[src/rtl/spq_pkg.sv]
// ----------------------------------------------------------------------------
// spq_pkg
// Shared types and constants for the sorted priority queue.
// ----------------------------------------------------------------------------
package spq_pkg;

  localparam int CAPACITY     = 16;
  localparam int PAYLOAD_BITS = 32;
  localparam int KEY_BITS     = 32;
  localparam int FIELD_BITS   = 32;
  localparam int CNT_BITS     = $clog2(CAPACITY + 1);
  localparam int IN_TDATA_BITS  = 64;
  localparam int OUT_TDATA_BITS = 200;

  typedef enum logic [1:0] {
    OP_INSERT = 2'd0,
    OP_REMOVE = 2'd1,
    OP_CLEAR  = 2'd2,
    OP_NOP    = 2'd3
  } op_e;

  typedef enum logic [1:0] {
    CELL_HOLD   = 2'd0,
    CELL_INSERT = 2'd1,
    CELL_REMOVE = 2'd2,
    CELL_CLEAR  = 2'd3
  } cell_op_e;

  // Broadcast to every cell in the chain
  typedef struct packed {
    cell_op_e                  op;
    logic signed [KEY_BITS-1:0] key;
    logic [PAYLOAD_BITS-1:0]   payload;
  } cell_ctrl_t;

  // What a cell shows to its neighbors
  typedef struct packed {
    logic                       valid;
    logic                       keep;
    logic signed [KEY_BITS-1:0] key;
    logic [PAYLOAD_BITS-1:0]    payload;
  } cell_link_t;

endpackage

[src/rtl/spq_cell.sv]
// ----------------------------------------------------------------------------
// spq_cell
// One slot of the sorted chain: holds an entry, shifts with its neighbors.
// ----------------------------------------------------------------------------
module spq_cell (
  input  logic                clk_i,
  input  logic                rst_ni,
  input  spq_pkg::cell_ctrl_t ctrl_i,
  input  spq_pkg::cell_link_t prev_i,
  input  spq_pkg::cell_link_t next_i,
  output spq_pkg::cell_link_t link_o
);

  import spq_pkg::*;

  logic                       valid_q, valid_d;
  logic signed [KEY_BITS-1:0] key_q, key_d;
  logic [PAYLOAD_BITS-1:0]    payload_q, payload_d;
  logic                       keep;

  // Entry stays put on insert when it ranks at or above the new key
  assign keep = valid_q && (key_q >= ctrl_i.key);

  always_comb begin
    valid_d   = valid_q;
    key_d     = key_q;
    payload_d = payload_q;
    unique case (ctrl_i.op)
      CELL_INSERT: begin
        if (!keep) begin
          if (prev_i.keep) begin
            valid_d   = 1'b1;
            key_d     = ctrl_i.key;
            payload_d = ctrl_i.payload;
          end else begin
            valid_d   = prev_i.valid;
            key_d     = prev_i.key;
            payload_d = prev_i.payload;
          end
        end
      end
      CELL_REMOVE: begin
        valid_d   = next_i.valid;
        key_d     = next_i.key;
        payload_d = next_i.payload;
      end
      CELL_CLEAR: valid_d = 1'b0;
      default: ;
    endcase
  end

  always_ff @(posedge clk_i or negedge rst_ni) begin
    if (!rst_ni) begin
      valid_q <= 1'b0;
    end else begin
      valid_q <= valid_d;
    end
  end

  always_ff @(posedge clk_i) begin
    key_q     <= key_d;
    payload_q <= payload_d;
  end

  assign link_o.valid   = valid_q;
  assign link_o.keep    = keep;
  assign link_o.key     = key_q;
  assign link_o.payload = payload_q;

endmodule

[src/rtl/sorted_priority_queue.sv]
// ----------------------------------------------------------------------------
// sorted_priority_queue
// Bounded priority queue kept sorted by signed key in a chain of cells.
// ----------------------------------------------------------------------------
// The queue holds up to CAPACITY entries in a row of cells, highest key at
// cell 0. Every cell compares its own key with the incoming key at once, so an
// insert or a remove is one shift of the whole row; equal keys leave in
// arrival order. For each item, the acceptance edge updates the cells and the
// entry counter, and the following edge captures the front and tail from the
// cells and the count into the output register. A new item is taken only when
// no earlier item is pending and that register is free or being drained, so
// no item is accepted before the last one has reached the output. Every item
// yields exactly one result item. Insert when full, remove when empty and
// clear when empty return ok = 0 and leave the queue untouched.
module sorted_priority_queue (
  input  logic                                clk_i,
  input  logic                                rst_ni,
  // Input item
  input  logic                                s_axis_tvalid_i,
  output logic                                s_axis_tready_o,
  input  logic [spq_pkg::IN_TDATA_BITS-1:0]   s_axis_tdata_i,  // key, payload
  input  logic [1:0]                          s_axis_tuser_i,  // opcode
  // Result item
  output logic                                m_axis_tvalid_o,
  input  logic                                m_axis_tready_i,
  // removed_key, removed_payload, front_key, front_payload, tail_key,
  // tail_payload, entry_count, is_empty, zero pad
  output logic [spq_pkg::OUT_TDATA_BITS-1:0]  m_axis_tdata_o,
  output logic                                m_axis_tuser_o   // ok
);

  import spq_pkg::*;

  cell_ctrl_t ctrl;
  cell_link_t links [CAPACITY];
  cell_link_t prev_link [CAPACITY];
  cell_link_t next_link [CAPACITY];

  op_e                   op;
  logic                  accept;
  logic                  op_ok;
  logic                  pend_q;
  logic [CNT_BITS-1:0]   count_q, count_d;
  logic                  ok_q;
  logic [FIELD_BITS-1:0] rkey_q, rpay_q;
  logic                  out_valid_q;
  logic [OUT_TDATA_BITS-1:0] out_data_q, out_data_d;
  logic                  out_ok_q;
  logic [KEY_BITS-1:0]     tail_key;
  logic [PAYLOAD_BITS-1:0] tail_pay;
  logic                    nonempty;

  assign op     = op_e'(s_axis_tuser_i);
  // Take a new item only when no result is in flight and the output drains
  assign s_axis_tready_o = !pend_q && (!out_valid_q || m_axis_tready_i);
  assign accept = s_axis_tvalid_i && s_axis_tready_o;

  // Decide success and the command for the chain
  always_comb begin
    op_ok    = 1'b1;
    count_d  = count_q;
    ctrl.op  = CELL_HOLD;
    ctrl.key = s_axis_tdata_i[KEY_BITS-1:0];
    ctrl.payload = PAYLOAD_BITS'(s_axis_tdata_i[2*FIELD_BITS-1:FIELD_BITS]);
    unique case (op)
      OP_INSERT: begin
        if (count_q == CNT_BITS'(CAPACITY)) begin
          op_ok = 1'b0;
        end else begin
          ctrl.op = CELL_INSERT;
          count_d = count_q + 1'b1;
        end
      end
      OP_REMOVE: begin
        if (count_q == '0) begin
          op_ok = 1'b0;
        end else begin
          ctrl.op = CELL_REMOVE;
          count_d = count_q - 1'b1;
        end
      end
      OP_CLEAR: begin
        if (count_q == '0) begin
          op_ok = 1'b0;
        end else begin
          ctrl.op = CELL_CLEAR;
          count_d = '0;
        end
      end
      default: ;
    endcase
    if (!accept) begin
      ctrl.op = CELL_HOLD;
      count_d = count_q;
    end
  end

  // Wire up the chain; the head sees a neighbor that always keeps, the tail
  // sees an empty neighbor
  always_comb begin
    for (int i = 0; i < CAPACITY; i++) begin
      if (i == 0) begin
        prev_link[i] = '{valid: 1'b0, keep: 1'b1, key: '0, payload: '0};
      end else begin
        prev_link[i] = links[i-1];
      end
      if (i == CAPACITY - 1) begin
        next_link[i] = '{valid: 1'b0, keep: 1'b0, key: '0, payload: '0};
      end else begin
        next_link[i] = links[i+1];
      end
    end
  end

  for (genvar g = 0; g < CAPACITY; g++) begin : g_cell
    spq_cell u_cell (
      .clk_i  (clk_i),
      .rst_ni (rst_ni),
      .ctrl_i (ctrl),
      .prev_i (prev_link[g]),
      .next_i (next_link[g]),
      .link_o (links[g])
    );
  end

  // Tail is the last valid cell: valid with an empty neighbor behind it
  always_comb begin
    tail_key = '0;
    tail_pay = '0;
    for (int i = 0; i < CAPACITY; i++) begin
      if (links[i].valid && !next_link[i].valid) begin
        tail_key = tail_key | links[i].key;
        tail_pay = tail_pay | links[i].payload;
      end
    end
  end

  assign nonempty = links[0].valid;

  always_comb begin
    out_data_d = '0;
    out_data_d[FIELD_BITS-1:0]              = rkey_q;
    out_data_d[2*FIELD_BITS-1:FIELD_BITS]   = rpay_q;
    if (nonempty) begin
      out_data_d[3*FIELD_BITS-1:2*FIELD_BITS] = FIELD_BITS'(links[0].key);
      out_data_d[4*FIELD_BITS-1:3*FIELD_BITS] = FIELD_BITS'(links[0].payload);
      out_data_d[5*FIELD_BITS-1:4*FIELD_BITS] = FIELD_BITS'(tail_key);
      out_data_d[6*FIELD_BITS-1:5*FIELD_BITS] = FIELD_BITS'(tail_pay);
    end
    out_data_d[6*FIELD_BITS+CNT_BITS-1:6*FIELD_BITS] = count_q;
    out_data_d[6*FIELD_BITS+CNT_BITS]                = !nonempty;
  end

  // Control: pending flag, counter, output valid
  always_ff @(posedge clk_i or negedge rst_ni) begin
    if (!rst_ni) begin
      pend_q      <= 1'b0;
      count_q     <= '0;
      out_valid_q <= 1'b0;
    end else begin
      count_q <= count_d;
      pend_q  <= accept;
      if (pend_q) begin
        out_valid_q <= 1'b1;
      end else if (m_axis_tready_i) begin
        out_valid_q <= 1'b0;
      end
    end
  end

  // Hold the accepted item's own outcome until the chain has settled
  always_ff @(posedge clk_i) begin
    if (accept) begin
      ok_q   <= op_ok;
      rkey_q <= '0;
      rpay_q <= '0;
      if (op == OP_REMOVE && op_ok) begin
        rkey_q <= FIELD_BITS'(links[0].key);
        rpay_q <= FIELD_BITS'(links[0].payload);
      end
    end
    if (pend_q) begin
      out_data_q <= out_data_d;
      out_ok_q   <= ok_q;
    end
  end

  assign m_axis_tvalid_o = out_valid_q;
  assign m_axis_tdata_o  = out_data_q;
  assign m_axis_tuser_o  = out_ok_q;

endmodule

[config.mk]
export PLATFORM = sky130hd
export DESIGN_NAME = sorted_priority_queue
export DESIGN_NICKNAME = d
export VERILOG_FILES = /design/src/rtl/spq_pkg.sv /design/src/rtl/spq_cell.sv /design/src/rtl/sorted_priority_queue.sv
export SDC_FILE = /design/constraint.sdc
export NUM_CORES = 2
export LEC_CHECK = 0
export BUFFER_PORTS_ARGS = -buffer_cell sky130_fd_sc_hd__buf_2
export CORE_MARGIN = 2
export CORE_UTILIZATION = 40
export DETAILED_ROUTE_END_ITERATION = 10
export PLACE_DENSITY_LB_ADDON = 0.2
export SYNTH_ARGS = -nofsm -noshare
export SYNTH_HDL_FRONTEND = slang
export SYNTH_SLANG_ARGS = --single-unit
[constraint.sdc]
create_clock -name clk_i -period 29.4 [get_ports clk_i]
set_clock_uncertainty 0.05 [all_clocks]
set_input_delay 4.41 -clock clk_i [delete_from_list [all_inputs] [get_ports clk_i]]
set_output_delay 4.41 -clock clk_i [all_outputs]
set_load 0.005 [all_outputs]
=== After elaboration in Yosys (flattened, before gate mapping) ===
Index checks and enable logic that the tools add are counted.

* Flip-flop bits (word level): 1,311
* Output and inout bits: 203

* Reduce and logical (&&, ||, !) cells: 95
* Add/subtract/negate cells: 2
* Equal/unequal tests: 25
* Multiplexer cells: 187
* Bitwise operators: 30
* Order comparisons: 16

{| class="wikitable"
|+ Operators with widths
! cell !! number
|-
| two-way mux 32 bit || 94
|-
| case mux 32 bit (2 select lines) || 32
|-
| OR 32 bit || 30
|-
| >= comparator 32 bit || 16
|-
| AND reduction 2 bit || 32
|-
| case mux 1 bit (3 select lines) || 15
|-
| inequality test 2 bit, second input constant || 19
|-
| two-way mux 1 bit || 36
|-
| logical AND 1 bit || 34
|-
| logical NOT 1 bit || 18
|-
| two-way mux 5 bit || 3
|-
| case mux 5 bit (3 select lines) || 1
|-
| == test 2 bit, second input constant || 3
|-
| two-way mux 2 bit || 3
|-
| case mux 2 bit (3 select lines) || 1
|-
| nonzero test 2 bit || 3
|-
| nonzero test 3 bit || 2
|-
| adder 5 x 1 -> 5 bit, second input constant || 1
|-
| == test 5 bit, second input constant || 1
|-
| logical NOT 5 bit || 1
|-
| AND reduction 5 bit || 1
|-
| subtractor 5 x 1 -> 5 bit, second input constant || 1
|-
| == test 2 x 1 -> 1 bit, second input constant || 2
|-
| case mux 1 bit (2 select lines) || 2
|-
| 3 further kinds || 4
|}

=== Depth between registers and ports, before layout ===
* Word-level depth: 33
* Gate-level depth with buffers: 14
* Mapped depth without buffers: 11

=== Cells and area by module ===
Synthesis repeated with hierarchy kept, for this count alone.

* Cell total of the unflattened synthesis: 7,795
* Area, all modules: 81,165.3 um^2

{| class="wikitable"
|+ By module, submodules not included
! module !! instances !! seq. area each (um^2) !! area each (um^2) !! cells each
|-
| spq_cell at g_cell[12].u_cell ... || 13 || 1,946.9 || 4,110.2 || 404
|-
| sorted_priority_queue || 1 || 8,102.8 || 15,233.4 || 1,304
|-
| spq_cell at g_cell[0].u_cell ... || 3 || 1,946.9 || 4,166.5 || 413
|}

=== Worst setup path before layout ===
OpenSTA, ideal clock, no wires.

* Path kind: in2reg
* Start: input port s_axis_tdata_i[21] (netlist name)
* End: register g_cell[7].u_cell.key_q[0], enable pin
* Slack: 17.465 ns
* Stages on the path: 12
* Arrival: 11.302 ns
* Cell sequence: clkbuf_1 inv_1 ha_1 a21o_1 a21o_1 a21oi_1 nor2_1 o41ai_1 a21oi_1 buf_2 buf_2 a21boi_0

* Cells in the longest elaborated chain, start to end: 4

{| class="wikitable"
|+ Ends and longest elaborated chain
! item !! RTL line !! text
|-
| start: declaration || sorted_priority_queue.sv:21 || <nowiki>input logic [spq_pkg::IN_TDATA_BITS-1:0] s_axis_tdata_i,</nowiki>
|-
| >= comparator 32 bit || spq_cell.sv:22 || <nowiki>assign keep = valid_q && (key_q >= ctrl_i.key);</nowiki>
|-
| logical AND 1 bit || spq_cell.sv:22 ||
|-
| inequality test 2 bit (no source line) || -- ||
|-
| AND reduction 2 bit (no source line) || -- ||
|-
| end signal: assignment || spq_cell.sv:61 || <nowiki>key_q <= key_d;</nowiki>
|-
| end: declaration || spq_cell.sv:17 || <nowiki>logic signed [KEY_BITS-1:0] key_q, key_d;</nowiki>
|}

No other way between the ends.
A chain may end at the register's enable or synchronous reset.

=== Worst setup path after layout ===
* Start: input port s_axis_tuser_i[1]
* End: register g_cell[14].u_cell.key_q[6] (data pin)

* Cells in the longest elaborated chain, start to end: 5

{| class="wikitable"
|+ Ends and longest elaborated chain
! item !! RTL line !! text
|-
| start: declaration || sorted_priority_queue.sv:22 || <nowiki>input logic [1:0] s_axis_tuser_i,</nowiki>
|-
| == test 2 bit (tied with other cells) || sorted_priority_queue.sv:65 || <nowiki>unique case (op)</nowiki>
|-
| case mux 2 bit (3 select lines) (*) || sorted_priority_queue.sv:65 ||
|-
| two-way mux 2 bit (*) || sorted_priority_queue.sv:92 || <nowiki>if (!accept) begin</nowiki>
|-
| == test 2 bit or == test 2 x 1 -> 1 bit (tied branches) || spq_cell.sv:28 || <nowiki>unique case (ctrl_i.op)</nowiki>
|-
| case mux 32 bit (2 select lines) (*) || spq_cell.sv:28 ||
|-
| via g_cell[14].u_cell.key_d[6] || spq_cell.sv:17 ||
|-
| end signal: assignment || spq_cell.sv:61 ||
|-
| end: declaration || spq_cell.sv:17 ||
|}

The timed path passes the listed nets; every way through them passes the cells marked *.

==> metrics.md <==
| Metric | Value |
|---|---|
| Worst setup EP type | flop |
| Busiest metal layer after global routing | met2 |
| Number of remaining DRC errors | 0 |
| Via count of the first global-routing pass | 61900 |
| Switching power summed over all nets | between 3 and 4 mW |
| Commonest cells after routing, fill and taps aside | 1288 x sky130_fd_sc_hd__edfxtp_1, 521 x sky130_fd_sc_hd__ha_1, 485 x sky130_fd_sc_hd__nand2_1 |
| Final count of pins violating max slew | 2 |
| Path category of the worst min-delay check | flop to flop |
| Signed area change from the synthesized netlist to the final layout | 10.88% |
| Clk buf depth | 3 |
| Share of the cycle needed by the critical path after routing | around 36% |
| Sum of routed wire length over all layers | 347200 µm |
| Area share of fa/ha/maj cells after synthesis | under 10% |
| Unrepaired setup endpoints after global routing | no |
| Num Clock Sinks | about 1300 |
| MaxCap Viol Count | 1 |
| Share of cell area taken by muxes after synthesis | around 5.0% |
| Fraction of synthesized cell area in xor and xnor cells | 0.03349% |
| Met3 Track Usage GR | roughly a tenth |
| Met1 global-route usage | a little under half |
| Sum of negative setup slack | 0 ps |
| Per-cell routed wire length | 36.64 µm |
| Count of state elements after synthesis | approximately 1300 |
| TritonCTS clock tree | done |
| Power Dens Cells | 94.65 nW/µm² |
| Dominant cell type by area after synthesis | sky130_fd_sc_hd__edfxtp_1 |
| Cell area after technology mapping | ~78000 µm² |
| Dominant combinational cell family by area after synthesis | compound AO/OA/AOI/OAI gates |
| Clock-pin slew reported for the worst setup and hold paths after clock tree synthesis | ~60 ps |
| Syn. warnings | 0 |
| Starting Density | between 40% and 50% |
| First-pass detailed-route iteration total | 6 |
| # setup viols final | 0 |
| Number of buffers inserted by post-CTS setup repair | 0 |
| Quantity of gates resized following cts | 0 |
| DPL Wire Length | about 210000 µm |
| Post-layout instance area | 86990 µm² |
| Int Pwr | slightly below 5 mW |
| Post-synth ARST share | 1.754% |
| Count of buffers from port buffering | between 200 and 300 |
| Num CTS Buffers | about 160 |
| Met2 Resource Use GR | about 49% |
| Total I/O pin count | 273 |
| Final critical delay including setup and external delays | between 10000 and 15000 ps |
| Type of origin of the critical path | input port |
| Library cells used by synthesis | 76 |
| Post-detailed-placement cell area | 81940 µm² |
| Static leakage | around 32 nW |
| Worst Path Required | 29920 ps |
| Vias per Instance | 7.076 |
| Violations in the final reports | capacitance limit, slew limit |
| Initial DRC Count | roughly 12000 |
| Synth Area in Compound Gates | a little over a fifth |
| Overall track demand over capacity in global routing | 33.61% |
| Initial antenna violation count | 34 |
| Wire length of the first global-routing pass | approximately 480000 µm |
| Worst rel slew slack | -5.714% |
| Sequential fraction of the synthesis area | about half |
| Clk Tree Root Cell | sky130_fd_sc_hd__clkbuf_16 |
| Post-Syn Area per Cell | 11.53 µm² |
| Routed via count | ~67000 |
| Clk_lat worst skew | 860 ps |
| Combinational fraction of design power | 39.3% |
| Status | finished with violations |
| Number of rows created at floorplan | 162 |
| Leading cell type in the layout, fill and taps excluded | sky130_fd_sc_hd__edfxtp_1 |
| Core area | about 190000 µm² |
| Global route overflow | 0 |
| Clk network pwr share | about a quarter |
| Final Hold Vio Count | 0 |
| Worst vdd rail ir drop | 0.09199 mV |
| Horizontal die dimension | 446.9 µm |
| Full die area | ~200000 µm² |
| Worst-Margin Slew | between 1500 and 2000 ps |
| Syn Inst Count | ~6800 |
| Fraction of final layout cells with drive strength greater than 1 | about 10% |
| Highest fanout seen on the critical path | 80 |
| Largest net degree at the start of global routing | ~220 |
| Count of nets left with antenna violations after detail routing | 0 |
| Path type of the worst setup path | input port to flop |
| Final GP Congestion | 0.9631 |
| Number of nets in the finished design | about 7300 |
| Hold-fix buffers at CTS | 0 |
| Sequential power share | roughly 37% |
| Vertical extent of the die | around 450 µm |
| Number of flops mapped to enable cells by yosys | roughly 1300 |
| Most used flip-flop cell after synthesis | sky130_fd_sc_hd__edfxtp_1 |
| Leading post-synthesis cells by cell area | sky130_fd_sc_hd__edfxtp_1 49%, sky130_fd_sc_hd__ha_1 8.3%, sky130_fd_sc_hd__a221o_1 5.8%, sky130_fd_sc_hd__mux2i_1 4.9%, sky130_fd_sc_hd__nor3b_1 4.2% |
| Count of H-tree levels built during CTS | 4 |
| Critical Path AT | approximately 11000 ps |
| Share of Yosys cell area claimed by the top area cell type | between 40% and 50% |
| Achievable Freq | roughly 95 MHz |
| Simple-Gate Fraction of Synth Area | between 10% and 20% |
| Sw frac | about two fifths |
-- critical path: stages --
cell	delay (ps)
sky130_fd_sc_hd__buf_2	120
sky130_fd_sc_hd__inv_1	100
sky130_fd_sc_hd__ha_4	130
sky130_fd_sc_hd__buf_4	720
sky130_fd_sc_hd__nor2_1	110
sky130_fd_sc_hd__or4_1	510
sky130_fd_sc_hd__inv_1	160
sky130_fd_sc_hd__ha_4	520
sky130_fd_sc_hd__buf_4	510
sky130_fd_sc_hd__buf_4	750
sky130_fd_sc_hd__buf_4	740
sky130_fd_sc_hd__buf_4	700
sky130_fd_sc_hd__buf_4	650
sky130_fd_sc_hd__nor2_1	340
sky130_fd_sc_hd__a221o_1	400
-- sequential cells by signal (all words and copies together), names as in the netlist --
signal,cells
g_cell.u_cell.key_q,512
g_cell.u_cell.payload_q,512
m_axis_tdata_o,198
rkey_q,32
rpay_q,32
g_cell.u_cell.valid_q,16
count_q,5
m_axis_tuser_o,1
m_axis_tvalid_o,1
ok_q,1
pend_q,1
-- final cells by class --
type / count / area [µm²]
diodes: 17 / 42.54
clock buffers: 197 / 4151
repair buffers: 401 / 2422
clock inverters: 96 / 854.6
multi-input cells: 4766 / 36710
inverters: 65 / 254.0
fillers: 18080 / 108000
flip-flops and latches: 1311 / 39270
well taps: 2624 / 3283
-- synth_stat cells (6+ instances only) --
library cell / instances
sky130_fd_sc_hd__edfxtp_1: 1288
sky130_fd_sc_hd__ha_1: 523
sky130_fd_sc_hd__clkbuf_1: 508
sky130_fd_sc_hd__nand2_1: 488
sky130_fd_sc_hd__a221o_1: 452
sky130_fd_sc_hd__nor3b_1: 444
sky130_fd_sc_hd__mux2i_1: 385
sky130_fd_sc_hd__o21ai_1: 293
sky130_fd_sc_hd__o21ai_0: 240
sky130_fd_sc_hd__a221oi_1: 209
sky130_fd_sc_hd__a31oi_1: 189
sky130_fd_sc_hd__a22o_1: 174
sky130_fd_sc_hd__a21oi_1: 169
sky130_fd_sc_hd__nor2_1: 163
sky130_fd_sc_hd__a21o_1: 150
sky130_fd_sc_hd__a22oi_1: 128
sky130_fd_sc_hd__and3_1: 127
sky130_fd_sc_hd__a2bb2oi_1: 126
sky130_fd_sc_hd__nand4_1: 83
sky130_fd_sc_hd__buf_1: 79
sky130_fd_sc_hd__and2_1: 68
sky130_fd_sc_hd__inv_1: 64
sky130_fd_sc_hd__nor2b_1: 62
sky130_fd_sc_hd__buf_2: 48
sky130_fd_sc_hd__nand3_1: 48
sky130_fd_sc_hd__dfrtp_1: 23
sky130_fd_sc_hd__nor3_1: 23
sky130_fd_sc_hd__o211ai_1: 19
sky130_fd_sc_hd__and4_1: 18
sky130_fd_sc_hd__buf_4: 18
sky130_fd_sc_hd__nor4_1: 18
sky130_fd_sc_hd__a211oi_1: 17
sky130_fd_sc_hd__o21a_1: 16
sky130_fd_sc_hd__a2111oi_0: 14
sky130_fd_sc_hd__nand2b_1: 11
sky130_fd_sc_hd__a211o_1: 9
sky130_fd_sc_hd__buf_6: 9
sky130_fd_sc_hd__o2111ai_1: 9
sky130_fd_sc_hd__a21boi_0: 8
sky130_fd_sc_hd__a41oi_1: 8
sky130_fd_sc_hd__o311ai_1: 7
sky130_fd_sc_hd__or3_1: 6
-- worst paths after layout --
kind	startpoint	end	slack [ps]	cells past startpoint
setup / recovery	s_axis_tuser_i[1]	g_cell[14].u_cell.key_q[6]	18840	15
hold / removal	rpay_q[21]	m_axis_tdata_o[53]	350	0
setup reg to reg	pend_q	g_cell[14].u_cell.key_q[6]	22410	12
hold reg to reg	rpay_q[21]	m_axis_tdata_o[53]	350	0
max in group asynchronous	rst_ni	g_cell[15].u_cell.valid_q	25040	1
min in group asynchronous	rst_ni	count_q[0]	3590	1
-- cell families after synthesis --
logic type,after synthesis
xor+xnor,3
flops,1311
compound gates,2270
mux,388
simple gates,1579
other cells,1
fa+ha+maj,524
buf+inv,731
-- power by group through the flow --
stage	sequential, mW	clock [mW]	combinational, mW
after CTS	3.03	1.97	3.09
after global placement	3.06	0	3.03
after global routing	3.07	2.04	3.33
after detailed placement	3.06	0	3.08
final	3.05	1.95	3.24
after floorplan	2.90	0	1.90
-- stage by stage --
step / std cells / util (%) / hold slack (ps) / setup WS [ps] / power, mW
2_1_floorplan: 6808 / - / 350.3 / 17460 / 4.796
3_3_place_gp: 9167 / 42.02 / 351.7 / 18220 / 6.089
3_5_place_dp: 9167 / 42.02 / 354.5 / 18180 / 6.143
4_1_cts: 9460 / 44.59 / 354.2 / 19050 / 8.088
5_1_grt: 9466 / 44.60 / 361.4 / 18520 / 8.437
6_report: 9477 / 44.61 / 346.2 / 18840 / 8.234
-- routing by layer --
metal	wire [µm]	share of wire [%]	vias to the layer above
met5	243	0.070	-
met4	20000	5.8	24
met3	45970	13	1163
met2	147000	42	5260
met1	134100	39	33320
li1	-	-	27290
(Power assumes the default switching activity.)
